<file path="src/rtl/core/tep_pkg.sv">
// Shared constants, codes and control structures for the task event priority scheduler.
package tep_pkg;

   localparam int MAX_TASKS     = 16;
   localparam int PRIORITY_BITS = 8;

   localparam int OP_W       = 2;
   localparam int TID_W      = 4;
   localparam int FLAG_W     = 16;
   localparam int REQ_PRIO_W = 8;
   localparam int STATUS_W   = 2;

   localparam int ID_W      = (MAX_TASKS > 1) ? $clog2(MAX_TASKS) : 1;
   localparam int COUNT_W   = $clog2(MAX_TASKS + 1);
   localparam int CMP_W     = (COUNT_W > TID_W) ? COUNT_W : TID_W;
   localparam int IDX_EXT_W = (ID_W > TID_W) ? ID_W : TID_W;
   localparam int PR_EXT_W  = (PRIORITY_BITS > REQ_PRIO_W) ? PRIORITY_BITS : REQ_PRIO_W;

   typedef enum logic [OP_W-1:0] {
      OP_REGISTER = 2'd0,
      OP_SET      = 2'd1,
      OP_CLEAR    = 2'd2,
      OP_QUERY    = 2'd3
   } op_type;

   typedef enum logic [STATUS_W-1:0] {
      STAT_OK      = 2'd0,
      STAT_INVALID = 2'd1,
      STAT_FULL    = 2'd2
   } status_type;

   typedef enum logic [2:0] {
      S_IDLE,
      S_DECODE,
      S_REG_WALK,
      S_REG_INS,
      S_EV_WRITE,
      S_Q_WALK,
      S_RESP
   } state_type;

   // One entry of the service order list: the task id and its priority.
   typedef struct packed {
      logic [PRIORITY_BITS-1:0] prio;
      logic [ID_W-1:0]          id;
   } order_entry_type;

   typedef struct packed {
      logic capture;
      logic reg_rd_last;
      logic reg_rd_prev;
      logic reg_shift;
      logic pos_zero;
      logic pos_next;
      logic insert;
      logic ev_rd_tid;
      logic ev_update;
      logic q_start;
      logic q_step;
      logic res_full;
      logic res_invalid;
      logic res_none;
      logic res_found;
      logic load_rsp;
   } cmd_type;

   typedef struct packed {
      op_type op;
      logic   full;
      logic   count_zero;
      logic   tid_ok;
      logic   shift_ok;
      logic   walk_zero;
      logic   q_hit;
      logic   q_empty;
   } stat_type;

endpackage

</file>
<file path="src/rtl/core/tep_ram.sv">
// Generic single write port, single read port RAM with registered read data.
module tep_ram #(
   parameter int WIDTH = 8,
   parameter int DEPTH = 16
) (
   input  logic                                         clock,
   input  logic                                         wr_en,
   input  logic [((DEPTH > 1) ? $clog2(DEPTH) : 1)-1:0] wr_addr,
   input  logic [WIDTH-1:0]                             wr_data,
   input  logic                                         rd_en,
   input  logic [((DEPTH > 1) ? $clog2(DEPTH) : 1)-1:0] rd_addr,
   output logic [WIDTH-1:0]                             rd_data
);

   logic [WIDTH-1:0] mem_ff [DEPTH];
   logic [WIDTH-1:0] rd_data_ff;

   always_ff @(posedge clock) begin
      if (wr_en) begin
         mem_ff[wr_addr] <= wr_data;
      end
      if (rd_en) begin
         rd_data_ff <= mem_ff[rd_addr];
      end
   end

   assign rd_data = rd_data_ff;

endmodule

</file>
<file path="src/rtl/core/tep_ctrl.sv">
// Controller state machine that sequences register, set, clear and query transactions.
module tep_ctrl (
   input  logic              clock,
   input  logic              reset,
   input  logic              req_valid,
   output logic              req_stall,
   output logic              rsp_valid,
   input  logic              rsp_stall,
   input  tep_pkg::stat_type stat,
   output tep_pkg::cmd_type  cmd
);
   import tep_pkg::*;

   state_type state_ff, state_in;
   logic      rsp_valid_ff, rsp_valid_in;
   logic      out_free;

   always_ff @(posedge clock) begin
      if (reset) begin
         state_ff     <= S_IDLE;
         rsp_valid_ff <= 1'b0;
      end else begin
         state_ff     <= state_in;
         rsp_valid_ff <= rsp_valid_in;
      end
   end

   always_comb begin
      cmd      = '0;
      state_in = state_ff;
      out_free = !rsp_valid_ff || !rsp_stall;
      unique case (state_ff)
         S_IDLE: begin
            if (req_valid) begin
               cmd.capture = 1'b1;
               state_in    = S_DECODE;
            end
         end
         S_DECODE: begin
            unique case (stat.op)
               OP_REGISTER: begin
                  priority if (stat.full) begin
                     cmd.res_full = 1'b1;
                     state_in     = S_RESP;
                  end else if (stat.count_zero) begin
                     cmd.pos_zero = 1'b1;
                     state_in     = S_REG_INS;
                  end else begin
                     cmd.reg_rd_last = 1'b1;
                     state_in        = S_REG_WALK;
                  end
               end
               OP_SET, OP_CLEAR: begin
                  if (!stat.tid_ok) begin
                     cmd.res_invalid = 1'b1;
                     state_in        = S_RESP;
                  end else begin
                     cmd.ev_rd_tid = 1'b1;
                     state_in      = S_EV_WRITE;
                  end
               end
               OP_QUERY: begin
                  if (stat.count_zero) begin
                     cmd.res_none = 1'b1;
                     state_in     = S_RESP;
                  end else begin
                     cmd.q_start = 1'b1;
                     state_in    = S_Q_WALK;
                  end
               end
               default: begin
                  state_in = S_IDLE;
               end
            endcase
         end
         S_REG_WALK: begin
            if (stat.shift_ok) begin
               cmd.reg_shift = 1'b1;
               if (stat.walk_zero) begin
                  cmd.pos_zero = 1'b1;
                  state_in     = S_REG_INS;
               end else begin
                  cmd.reg_rd_prev = 1'b1;
               end
            end else begin
               cmd.pos_next = 1'b1;
               state_in     = S_REG_INS;
            end
         end
         S_REG_INS: begin
            cmd.insert = 1'b1;
            state_in   = S_RESP;
         end
         S_EV_WRITE: begin
            cmd.ev_update = 1'b1;
            state_in      = S_RESP;
         end
         S_Q_WALK: begin
            priority if (stat.q_hit) begin
               cmd.res_found = 1'b1;
               state_in      = S_RESP;
            end else if (stat.q_empty) begin
               cmd.res_none = 1'b1;
               state_in     = S_RESP;
            end else begin
               cmd.q_step = 1'b1;
            end
         end
         S_RESP: begin
            if (out_free) begin
               cmd.load_rsp = 1'b1;
               state_in     = S_IDLE;
            end
         end
         default: begin
            state_in = S_IDLE;
         end
      endcase
      rsp_valid_in = cmd.load_rsp || (rsp_valid_ff && rsp_stall);
   end

   assign req_stall = (state_ff != S_IDLE);
   assign rsp_valid = rsp_valid_ff;

endmodule

</file>
<file path="src/rtl/core/tep_dpath.sv">
// Datapath with the order list and event RAMs, walk indexes and result registers.
module tep_dpath (
   input  logic                             clock,
   input  logic                             reset,
   input  logic [tep_pkg::OP_W-1:0]         req_opcode,
   input  logic [tep_pkg::TID_W-1:0]        req_task_id,
   input  logic [tep_pkg::FLAG_W-1:0]       req_flags,
   input  logic [tep_pkg::REQ_PRIO_W-1:0]   req_priority_req,
   input  tep_pkg::cmd_type                 cmd,
   output tep_pkg::stat_type                stat,
   output logic [tep_pkg::STATUS_W-1:0]     rsp_status,
   output logic [tep_pkg::TID_W-1:0]        rsp_result_id,
   output logic                             rsp_found,
   output logic [tep_pkg::FLAG_W-1:0]       rsp_event_mask
);
   import tep_pkg::*;

   typedef struct packed {
      status_type        status;
      logic [TID_W-1:0]  id;
      logic              found;
      logic [FLAG_W-1:0] mask;
   } res_type;

   function automatic logic [TID_W-1:0] to_rsp_id(input logic [ID_W-1:0] id);
      logic [IDX_EXT_W-1:0] ext;
      ext = IDX_EXT_W'(id);
      return ext[TID_W-1:0];
   endfunction

   op_type                   op_ff;
   logic [TID_W-1:0]         tid_ff;
   logic [FLAG_W-1:0]        flags_ff;
   logic [PRIORITY_BITS-1:0] pr_ff;
   logic [COUNT_W-1:0]       count_ff;
   logic [ID_W-1:0]          walk_ff;
   logic [ID_W-1:0]          pos_ff;
   logic [COUNT_W-1:0]       next_ff;
   logic                     a_valid_ff;
   logic                     b_valid_ff;
   logic [ID_W-1:0]          hit_id_ff;
   res_type                  res_ff, res_in;
   res_type                  rsp_ff;

   logic [PR_EXT_W-1:0]      pr_ext;
   logic [CMP_W-1:0]         tid_ext;
   logic [ID_W-1:0]          tid_idx;
   logic [COUNT_W-1:0]       count_m1;
   logic [ID_W-1:0]          count_id;
   logic                     more;
   logic [FLAG_W-1:0]        new_mask;

   logic                     ord_wr_en, ord_rd_en;
   logic [ID_W-1:0]          ord_wr_addr, ord_rd_addr;
   order_entry_type          ord_wr_data, ord_rd_data;
   logic                     ev_wr_en, ev_rd_en;
   logic [ID_W-1:0]          ev_wr_addr, ev_rd_addr;
   logic [FLAG_W-1:0]        ev_wr_data, ev_rd_data;

   assign pr_ext   = PR_EXT_W'(req_priority_req);
   assign tid_ext  = CMP_W'(tid_ff);
   assign tid_idx  = tid_ext[ID_W-1:0];
   assign count_m1 = count_ff - COUNT_W'(1);
   assign count_id = count_ff[ID_W-1:0];
   assign more     = (next_ff < count_ff);
   assign new_mask = (op_ff == OP_SET) ? (ev_rd_data | flags_ff) : (ev_rd_data & ~flags_ff);

   always_comb begin
      stat.op         = op_ff;
      stat.full       = (count_ff == COUNT_W'(MAX_TASKS));
      stat.count_zero = (count_ff == '0);
      stat.tid_ok     = (tid_ext < CMP_W'(count_ff));
      stat.shift_ok   = (ord_rd_data.prio < pr_ff);
      stat.walk_zero  = (walk_ff == '0);
      stat.q_hit      = b_valid_ff && (ev_rd_data != '0);
      stat.q_empty    = !a_valid_ff && !b_valid_ff && !more;
   end

   // Order list port use: backward walk with shift on register, forward walk on query.
   always_comb begin
      ord_rd_en   = cmd.reg_rd_last || cmd.reg_rd_prev || cmd.q_start || (cmd.q_step && more);
      ord_rd_addr = next_ff[ID_W-1:0];
      if (cmd.reg_rd_last) begin
         ord_rd_addr = count_m1[ID_W-1:0];
      end else if (cmd.reg_rd_prev) begin
         ord_rd_addr = walk_ff - ID_W'(1);
      end else if (cmd.q_start) begin
         ord_rd_addr = '0;
      end
      ord_wr_en = cmd.reg_shift || cmd.insert;
      if (cmd.reg_shift) begin
         ord_wr_addr = walk_ff + ID_W'(1);
         ord_wr_data = ord_rd_data;
      end else begin
         ord_wr_addr      = pos_ff;
         ord_wr_data.prio = pr_ff;
         ord_wr_data.id   = count_id;
      end
   end

   always_comb begin
      ev_rd_en   = cmd.ev_rd_tid || (cmd.q_step && a_valid_ff);
      ev_rd_addr = cmd.ev_rd_tid ? tid_idx : ord_rd_data.id;
      ev_wr_en   = cmd.ev_update || cmd.insert;
      ev_wr_addr = cmd.insert ? count_id : tid_idx;
      ev_wr_data = cmd.insert ? '0 : new_mask;
   end

   always_comb begin
      res_in = res_ff;
      if (cmd.res_full) begin
         res_in = '{status: STAT_FULL, id: '0, found: 1'b0, mask: '0};
      end else if (cmd.res_invalid) begin
         res_in = '{status: STAT_INVALID, id: tid_ff, found: 1'b0, mask: '0};
      end else if (cmd.res_none) begin
         res_in = '{status: STAT_OK, id: '0, found: 1'b0, mask: '0};
      end else if (cmd.res_found) begin
         res_in = '{status: STAT_OK, id: to_rsp_id(hit_id_ff), found: 1'b1, mask: ev_rd_data};
      end else if (cmd.insert) begin
         res_in = '{status: STAT_OK, id: to_rsp_id(count_id), found: 1'b0, mask: '0};
      end else if (cmd.ev_update) begin
         res_in = '{status: STAT_OK, id: tid_ff, found: 1'b0, mask: new_mask};
      end
   end

   always_ff @(posedge clock) begin
      if (reset) begin
         count_ff   <= '0;
         a_valid_ff <= 1'b0;
         b_valid_ff <= 1'b0;
      end else begin
         if (cmd.insert) begin
            count_ff <= count_ff + COUNT_W'(1);
         end
         if (cmd.q_start) begin
            a_valid_ff <= 1'b1;
            b_valid_ff <= 1'b0;
         end else if (cmd.q_step) begin
            a_valid_ff <= more;
            b_valid_ff <= a_valid_ff;
         end
      end
   end

   always_ff @(posedge clock) begin
      if (cmd.capture) begin
         op_ff    <= op_type'(req_opcode);
         tid_ff   <= req_task_id;
         flags_ff <= req_flags;
         pr_ff    <= pr_ext[PRIORITY_BITS-1:0];
      end
      if (cmd.reg_rd_last) begin
         walk_ff <= count_m1[ID_W-1:0];
      end else if (cmd.reg_rd_prev) begin
         walk_ff <= walk_ff - ID_W'(1);
      end
      if (cmd.pos_zero) begin
         pos_ff <= '0;
      end else if (cmd.pos_next) begin
         pos_ff <= walk_ff + ID_W'(1);
      end
      if (cmd.q_start) begin
         next_ff <= COUNT_W'(1);
      end else if (cmd.q_step && more) begin
         next_ff <= next_ff + COUNT_W'(1);
      end
      if (cmd.q_step && a_valid_ff) begin
         hit_id_ff <= ord_rd_data.id;
      end
      res_ff <= res_in;
      if (cmd.load_rsp) begin
         rsp_ff <= res_ff;
      end
   end

   tep_ram #(
      .WIDTH ($bits(order_entry_type)),
      .DEPTH (MAX_TASKS)
   ) u_order_ram (
      .clock   (clock),
      .wr_en   (ord_wr_en),
      .wr_addr (ord_wr_addr),
      .wr_data (ord_wr_data),
      .rd_en   (ord_rd_en),
      .rd_addr (ord_rd_addr),
      .rd_data (ord_rd_data)
   );

   tep_ram #(
      .WIDTH (FLAG_W),
      .DEPTH (MAX_TASKS)
   ) u_event_ram (
      .clock   (clock),
      .wr_en   (ev_wr_en),
      .wr_addr (ev_wr_addr),
      .wr_data (ev_wr_data),
      .rd_en   (ev_rd_en),
      .rd_addr (ev_rd_addr),
      .rd_data (ev_rd_data)
   );

   assign rsp_status     = rsp_ff.status;
   assign rsp_result_id  = rsp_ff.id;
   assign rsp_found      = rsp_ff.found;
   assign rsp_event_mask = rsp_ff.mask;

endmodule

</file>
<file path="src/rtl/core/task_event_priority_scheduler.sv">
// Top level of the priority ordered event flag task scheduler.
//
//   Channel   Direction   Handshake              Payload
//   req_      in          req_valid / req_stall  opcode, task_id, flags, priority_req
//   rsp_      out         rsp_valid / rsp_stall  status, result_id, found, event_mask
//
// A transaction is taken only while the controller is idle and yields exactly one response.
// Register and query walk the order list RAM, one entry per cycle, so their time can grow with
// the task count; set, clear, a register on a full table and a query of an empty one do not walk.
// Reset is synchronous and active high and empties the table, as the RAMs are read only below
// the task count. A stalled response holds the output register while the next one is worked.
module task_event_priority_scheduler (
   input  logic                           clock,
   input  logic                           reset,
   input  logic                           req_valid,
   output logic                           req_stall,
   input  logic [tep_pkg::OP_W-1:0]       req_opcode,
   input  logic [tep_pkg::TID_W-1:0]      req_task_id,
   input  logic [tep_pkg::FLAG_W-1:0]     req_flags,
   input  logic [tep_pkg::REQ_PRIO_W-1:0] req_priority_req,
   output logic                           rsp_valid,
   input  logic                           rsp_stall,
   output logic [tep_pkg::STATUS_W-1:0]   rsp_status,
   output logic [tep_pkg::TID_W-1:0]      rsp_result_id,
   output logic                           rsp_found,
   output logic [tep_pkg::FLAG_W-1:0]     rsp_event_mask
);
   import tep_pkg::*;

   // The controller issues commands; the RAMs and arithmetic sit in the datapath.
   cmd_type  cmd;
   stat_type stat;

   // The controller owns the handshakes and the response valid flag.
   tep_ctrl u_ctrl (
      .clock     (clock),
      .reset     (reset),
      .req_valid (req_valid),
      .req_stall (req_stall),
      .rsp_valid (rsp_valid),
      .rsp_stall (rsp_stall),
      .stat      (stat),
      .cmd       (cmd)
   );

   // The datapath holds the order list and event RAMs, the task count and the
   // response payload register.
   tep_dpath u_dpath (
      .clock            (clock),
      .reset            (reset),
      .req_opcode       (req_opcode),
      .req_task_id      (req_task_id),
      .req_flags        (req_flags),
      .req_priority_req (req_priority_req),
      .cmd              (cmd),
      .stat             (stat),
      .rsp_status       (rsp_status),
      .rsp_result_id    (rsp_result_id),
      .rsp_found        (rsp_found),
      .rsp_event_mask   (rsp_event_mask)
   );

endmodule
</file>
<file path="config.mk">
export PLATFORM = sky130hd
export DESIGN_NAME = task_event_priority_scheduler
export DESIGN_NICKNAME = d
export VERILOG_FILES = /design/src/rtl/core/tep_pkg.sv /design/src/rtl/core/tep_ram.sv /design/src/rtl/core/tep_ctrl.sv /design/src/rtl/core/tep_dpath.sv /design/src/rtl/core/task_event_priority_scheduler.sv
export SDC_FILE = /design/constraint.sdc
export NUM_CORES = 1
export LEC_CHECK = 0
export BUFFER_PORTS_ARGS = -buffer_cell sky130_fd_sc_hd__buf_2
export CORE_ASPECT_RATIO = 0.8
export CORE_UTILIZATION = 55
export CTS_BUF_LIST = sky130_fd_sc_hd__clkbuf_4
export CTS_CLUSTER_SIZE = 24
export DETAILED_ROUTE_END_ITERATION = 8
export PLACE_DENSITY_LB_ADDON = 0.2
export REMOVE_ABC_BUFFERS = 1
export SYNTH_ARGS = -nofsm -noshare
export SYNTH_HDL_FRONTEND = slang
export SYNTH_SLANG_ARGS = --single-unit
</file>
<file path="constraint.sdc">
create_clock -name clock -period 3.15 [get_ports clock]
set_input_delay 0.1575 -clock clock [delete_from_list [all_inputs] [get_ports clock]]
set_output_delay 0.1575 -clock clock [all_outputs]
set_load 0.05 [all_outputs]
</file>
; ---- Yosys cells after proc, flatten, opt, wreduce, memory -nomap -nowiden
; Memories as Yosys holds them, arrays and structs flattened. A register that Yosys moved wholly into a read port is not among the register bits.
; Cells that the tools add are included.
[totals]
regBits = 104
latchBits = 0
ram_bits = 448
mem_bits_ro = 0
out_inout_bits = 25
word_cells = 155
mem_count = 2
[memory_table]
columns = memory, words, width, rd, rd_clocked_by_memory_dff, write_ports, line_no
row1 = u_dpath.u_event_ram.mem_ff, 16, 16, 1, 1, 1, tep_ram.sv:15  ; logic [WIDTH-1:0] mem_ff [DEPTH];
row2 = u_dpath.u_order_ram.mem_ff, 16, 12, 1, 1, 1, tep_ram.sv:15
[classes]
add_sub_neg = 5
n_mul = 0
div = 0
magnitude_cmp = 3
eq_ne = 14
n_shift = 0
muxes = 73
bitwise_logic = 3
n_reduce_logical = 34
[op_table]
columns = op, count
row1 = 2-to-1 mux 23 bit, 5
row2 = 2-to-1 mux 1 bit, 41
row3 = 2-to-1 mux 16 bit, 2
row4 = 2-to-1 mux 4 bit, 8
row5 = 2-to-1 mux 3 bit, 8
row6 = one-hot mux 3 bit (6 select lines), 1
row7 = bitwise AND 16 bit, 1
row8 = NOT 16 bit, 1
row9 = bitwise OR 16 bit, 1
row10 = nonzero test 16 bit, 1
row11 = 2-to-1 mux 12 bit, 1
row12 = "adder 5 x 1 -> 5 bit, second input constant", 2
row13 = "equality test 3 bit, second input constant", 3
row14 = one-hot mux 3 bit (3 select lines), 1
row15 = logical OR 1 bit, 8
row16 = < comparator 8 bit, 1
row17 = 2-to-1 mux 2 bit, 4
row18 = "subtractor 4 x 1 -> 4 bit, second input constant", 2
row19 = "equality test 3 x 2 -> 1 bit, second input constant", 2
row20 = logical AND 1 bit, 6
row21 = "inequality test 3 bit, second input constant", 2
row22 = nonzero test 3 bit, 2
row23 = OR reduction 2 bit, 3
row24 = "equality test 5 bit, second input constant", 1
row25 = other kinds (18), 25

; ---- Longest topological paths before layout
[logic_depth]
ltp_word = 8
depth_mapped = 15

; ---- Modules after synthesis
; A second synthesis with hierarchy kept.
[hier_totals]
cells_unflattened = 1259
area_unflattened_um2 = 23148.5
[by_module_without_submodules]
columns = module, instances, cells_each, area_each_um2
row1 = tep_ram (u_dpath.u_event_ram), 1, 432, 10203.5
row2 = tep_ram (u_dpath.u_order_ram), 1, 329, 7719.9
row3 = tep_dpath, 1, 432, 4745.8
row4 = tep_ctrl, 1, 66, 479.2

; ---- Worst setup path before layout
; OpenSTA, ideal clock, no wires.
[synth_path]
kind = register to register
start = register u_dpath.walk_ff[0]
end = register u_dpath.u_order_ram.rd_data_ff[10], in the netlist u_dpath.u_order_ram.rd_data[10] (read register of u_dpath.u_order_ram.mem_ff), data pin
setup_time_ns = 0.267
arrival_ns = 2.730
required_time_ns = 2.883
path_slack_ns = 0.153
stages_incl_launch_ff = 10
n_path_buf = 2
synth_period_minus_slack_ns = 2.997
path_cell_list = edfxtp_1 -> inv_1 -> ha_1 -> or3b_2 -> clkbuf_1 -> a311oi_4 -> clkbuf_1 -> mux2_2 -> o211ai_1 -> o211ai_1
[synth_between]
elab_chain_len = 7
word_cells_on_any_way = 10
cone_classes = add/sub (1) / mux (5) / reduce/logical (4)
[synth_rtl]
columns = element, line_no
row1 = start: declaration, tep_dpath.sv:36  ; logic [ID_W-1:0] walk_ff;
row2 = start signal: assignment, tep_dpath.sv:153  ; walk_ff <= count_m1[ID_W-1:0];
row3 = start signal: assignment, tep_dpath.sv:155  ; walk_ff <= walk_ff - ID_W'(1);
row4 = zero test 4 bit, tep_dpath.sv:74  ; stat.walk_zero = (walk_ff == '0);
row5 = 2-to-1 mux 1 bit, tep_ctrl.sv:79  ; if (stat.walk_zero) begin
row6 = 2-to-1 mux 3 bit, tep_ctrl.sv:77  ; if (stat.shift_ok) begin
row7 = 2-to-1 mux 2 bit, tep_ctrl.sv:32  ; unique case (state_ff)
row8 = logical OR 1 bit (3 in a row), tep_dpath.sv:81  ; ord_rd_en = cmd.reg_rd_last || cmd.reg_rd_prev || cmd.q_start || (cmd.q_step && more);
row9 = end: declaration, tep_ram.sv:16  ; logic [WIDTH-1:0] rd_data_ff;
; Several ways; a longest one is shown, not always the timed one.
; A chain may end at the register's enable or synchronous reset.

; ---- Worst setup path in the final report
[layout_path]
start = register u_dpath.tid_ff[1]
end = register u_dpath.u_event_ram.rd_data_ff[12], in the netlist u_dpath.u_event_ram.rd_data[12] (read register of u_dpath.u_event_ram.mem_ff), data pin
[layout_between]
elab_chain_len = 5
word_cells_on_any_way = 6
cone_classes = order compare (1) / mux (4) / reduce/logical (1)
[layout_rtl]
columns = element, line_no
row1 = start: declaration, tep_dpath.sv:32  ; logic [TID_W-1:0] tid_ff;
row2 = start signal: assignment, tep_dpath.sv:148  ; tid_ff <= req_task_id;
row3 = < comparator 4 x 5 -> 1 bit, tep_dpath.sv:72  ; stat.tid_ok = (tid_ext < CMP_W'(count_ff));
row4 = 2-to-1 mux 1 bit, tep_ctrl.sv:54  ; if (!stat.tid_ok) begin
row5 = 2-to-1 mux 1 bit, tep_ctrl.sv:40  ; unique case (stat.op)
row6 = 2-to-1 mux 1 bit, tep_ctrl.sv:32
row7 = 2-to-1 mux 4 bit / logical OR 1 bit (equally long branches), "tep_dpath.sv:103, tep_dpath.sv:102"
row8 = end: declaration, tep_ram.sv:16
; Several ways; a longest one is shown, not always the timed one.

==> out/summary.txt <==
Status - finished, final reports clean
Vias in the first global route - 14240
Synth Flop Type - edfxtp_1
Vias - 14400
Detailed Place HPWL - 35.25 mm
Number of remaining DRC errors - 0
CP Capture Type - flop
H-tree depth - 4
Post-route ant nets - 0
Detailed Routing Iterations Pass 1 - 5
Final setup viols - 0
Syn-to-layout area delta - 21.11%
TritonCTS clock tree - built
Switching portion of total power - 30.78%
Initial DRC Count - 1454
IO Port Bufs - 58
Logic pwr share - 29.2%
Reg clk slew, reported paths - 0.07 ns
Crit Path Max Fanout - 7
Slew @ Worst Pin - 1.018 ns
CTS root buf - clkbuf_4
Cells after Synth - 1406
Via-to-Cell Ratio - 5.889
Total grt overflow - 0
Commonest non-fill, non-tap cell in the layout - edfxtp_1
Total core area - 42000 um^2
Register area - 16990 um^2
Largest net degree at the start of global routing - 49
Worst path arrival time - 3.79 ns
Die H - 186.7 um
Internal Power - 16.25 mW
Final Hold Fails - 0
Placed insts - 2127
Clk network pwr share - 27.7%
Final Max Slew Viols - 0
Critical path class - reg2reg
Finished Core Util - 67.63%
Clock skew - 0.06139 ns
Peak VDD IR - 0.4452 mV
CP Launch Type - flop
Part of the Yosys area used for sequential elements - 72.43%
Yosys reg bits - 580
Post-synthesis cell area - 23450 um^2
Overall Power - 23.47 mW
IO Count - 59
Static leakage - 10.18 nW
Max cap viols - 0
Area occupied by multi-input gates - 6177 um^2
Clock Path Buffers - 3
DP Area - 25710 um^2
Final nets - 1838
Fmax achieved - 323.8 MHz
Net Sw Power - 7.224 mW
Post-route setup TNS - 0 ns
CTS Sinks - 580
P per Cell Area - 826.4 nW/um^2
Slew headroom - 32.12%
Hold_ws - 0.07155 ns
Wire per inst - 23.21 um
Tcrit/Tclk final - 98.03%
Final worst setup slack - 0.06209 ns
Min Tclk post-route - 3.088 ns
Initial antenna violation count - 2
Non-filler cells, final - 2446
Syn_area_per_cell - 16.68 um^2
Die Wd - 232.9 um
Warnings from Yosys - 0
Gpl congestion - 0.8506
Asr flop ratio synth - 0%
Distinct cells, synth - 63
Total CTS buffers - 140
Share of layout cells above drive strength 1 - 31.68%
Hold Crit Class - in2reg
Post-synth EDFFs - 537
Clk Latency, worst-skew pair - 0.86 ns
WL final - 56.77 mm
Setup WS pre-CTS - -0.05168 ns
Die area - 43470 um^2
Fillers - 2834
Cell area after layout - 28400 um^2
GR Util All Layers - 26.77%
CP required - 3.85 ns
Seq pwr share - 43.1%
First-pass GRT wire length - 85.22 mm
Initial Util - 55.84%
Row count - 67
Most frequent cells in the layout - 537 x edfxtp_1, 214 x clkbuf_4, 163 x buf_4
==> synth_stat cells (all sizes together), types with 2 or more instances <==
library cell,count,share of area (%)
edfxtp,537,69
nor2,108,1.7
mux2i,81,3.5
nand2,80,1.3
mux4,64,6.4
dfxtp,43,3.7
nor2b,40,1.1
a21oi,37,0.82
a22oi,37,1.2
clkbuf,36,0.59
buf,32,0.99
a211oi,27,0.86
mux2,26,1.3
inv,25,0.40
ha,24,1.3
o21ai,24,0.53
o211ai,23,0.74
o22ai,22,0.59
a211o,21,0.78
nand4,15,0.40
nand2b,9,0.24
a21o,8,0.26
a31oi,8,0.21
nand3,8,0.17
nor3,8,0.17
nor3b,7,0.25
xnor2,7,0.26
xor2,6,0.22
and3,5,0.13
nor4,5,0.13
and2,4,0.11
nand3b,4,0.13
or2,3,0.080
a21boi,2,0.064
a221o,2,0.085
a31o,2,0.075
and3b,2,0.075
==> power by group through the flow <==
stage | clock network [mW] | registers [mW] | logic (mW)
2_1_floorplan | 0 | 10.3 | 4.02
3_3_place_gp | 0 | 10.2 | 6.38
3_5_place_dp | 0 | 10.3 | 6.54
4_1_cts | 6.62 | 10.1 | 6.75
5_1_grt | 7.03 | 10.2 | 7.37
6_report | 6.51 | 10.1 | 6.85
==> critical path, stage by stage, from the launching register on <==
cell and delay (ns):
edfxtp_1 0.40, ha_1 0.29, a21o_1 0.16, a21o_1 0.19, a21oi_2 0.17, o21ai_2 0.08
buf_4 0.17, mux2_2 0.28, nor2_1 0.71, buf_4 0.32, a22oi_1 0.10, nand2_1 0.07
==> layout make-up <==
class / count / share of cell area (%)
antenna: 3 / 0.02643
clock buffer: 214 / 5.656
clock inverter: 39 / 1.097
inverter: 26 / 0.3436
multi-input combinational: 732 / 21.75
sequential: 580 / 59.81
tap: 552 / 2.432
timing repair buffer: 300 / 8.890
==> cells by family (layout without fill, tap and decap cells) <==
logic type,after synthesis,in the layout,synth area share [%]
fa+ha+maj,24,24,1.280
simple gates,301,301,6.056
mux,171,171,11.09
compound gates,223,223,6.653
buf+inv,94,579,2.001
xor+xnor,13,13,0.4855
flops,580,580,72.43
other cells,0,3,0
==> repair_timing <==
item                       CTS  global route
setup endpoints to repair   24           167
gates cloned                 1             0
pin swaps                    1             6
hold buffers                59             0
setup buffers                2             2
resized for setup            6            17
hold endpoints to repair    57             0
==> flip-flops by register name (all words and copies together), names as in the netlist, 3 cells and up <==
register                     flops
u_dpath.u_event_ram.mem_ff     256
u_dpath.next_ff                  5
u_dpath.rsp_event_mask          16
u_dpath.count_ff                 5
u_dpath.flags_ff                16
u_dpath.pos_ff                   4
u_dpath.tid_ff                   4
u_dpath.pr_ff                    8
u_dpath.rsp_result_id            4
u_dpath.u_order_ram.rd_data     12
u_dpath.hit_id_ff                4
u_dpath.walk_ff                  4
u_ctrl.state_ff                  3
u_dpath.u_order_ram.mem_ff     192
u_dpath.res_ff                  23
u_dpath.u_event_ram.rd_data     16
==> metal layers <==
layer	up-vias	global-route usage, %	part of all wire (%)
li1	6403	-	-
met1	7312	40.58	45
met2	628	39.05	46
met3	61	6.785	8.5
met4	0	6.536	1.1
met5	-	0	0
==> final timing paths <==
path | slack (ns) | cells past startpoint | from | endpoint
worst max-delay path | 0.06 | 11 | u_dpath.tid_ff[1]$_DFFE_PP_ | u_dpath.u_event_ram.rd_data[12]$_DFFE_PP_
worst min-delay path | 0.07 | 2 | req_flags[3] | u_dpath.flags_ff[3]$_DFFE_PP_
worst max register to register | 0.06 | 11 | u_dpath.tid_ff[1]$_DFFE_PP_ | u_dpath.u_event_ram.rd_data[12]$_DFFE_PP_
worst min register to register | 0.42 | 0 | u_dpath.res_ff[5]$_SDFFE_PP0P_ | u_dpath.rsp_event_mask[5]$_DFFE_PP_
(Power assumes the default switching activity.)
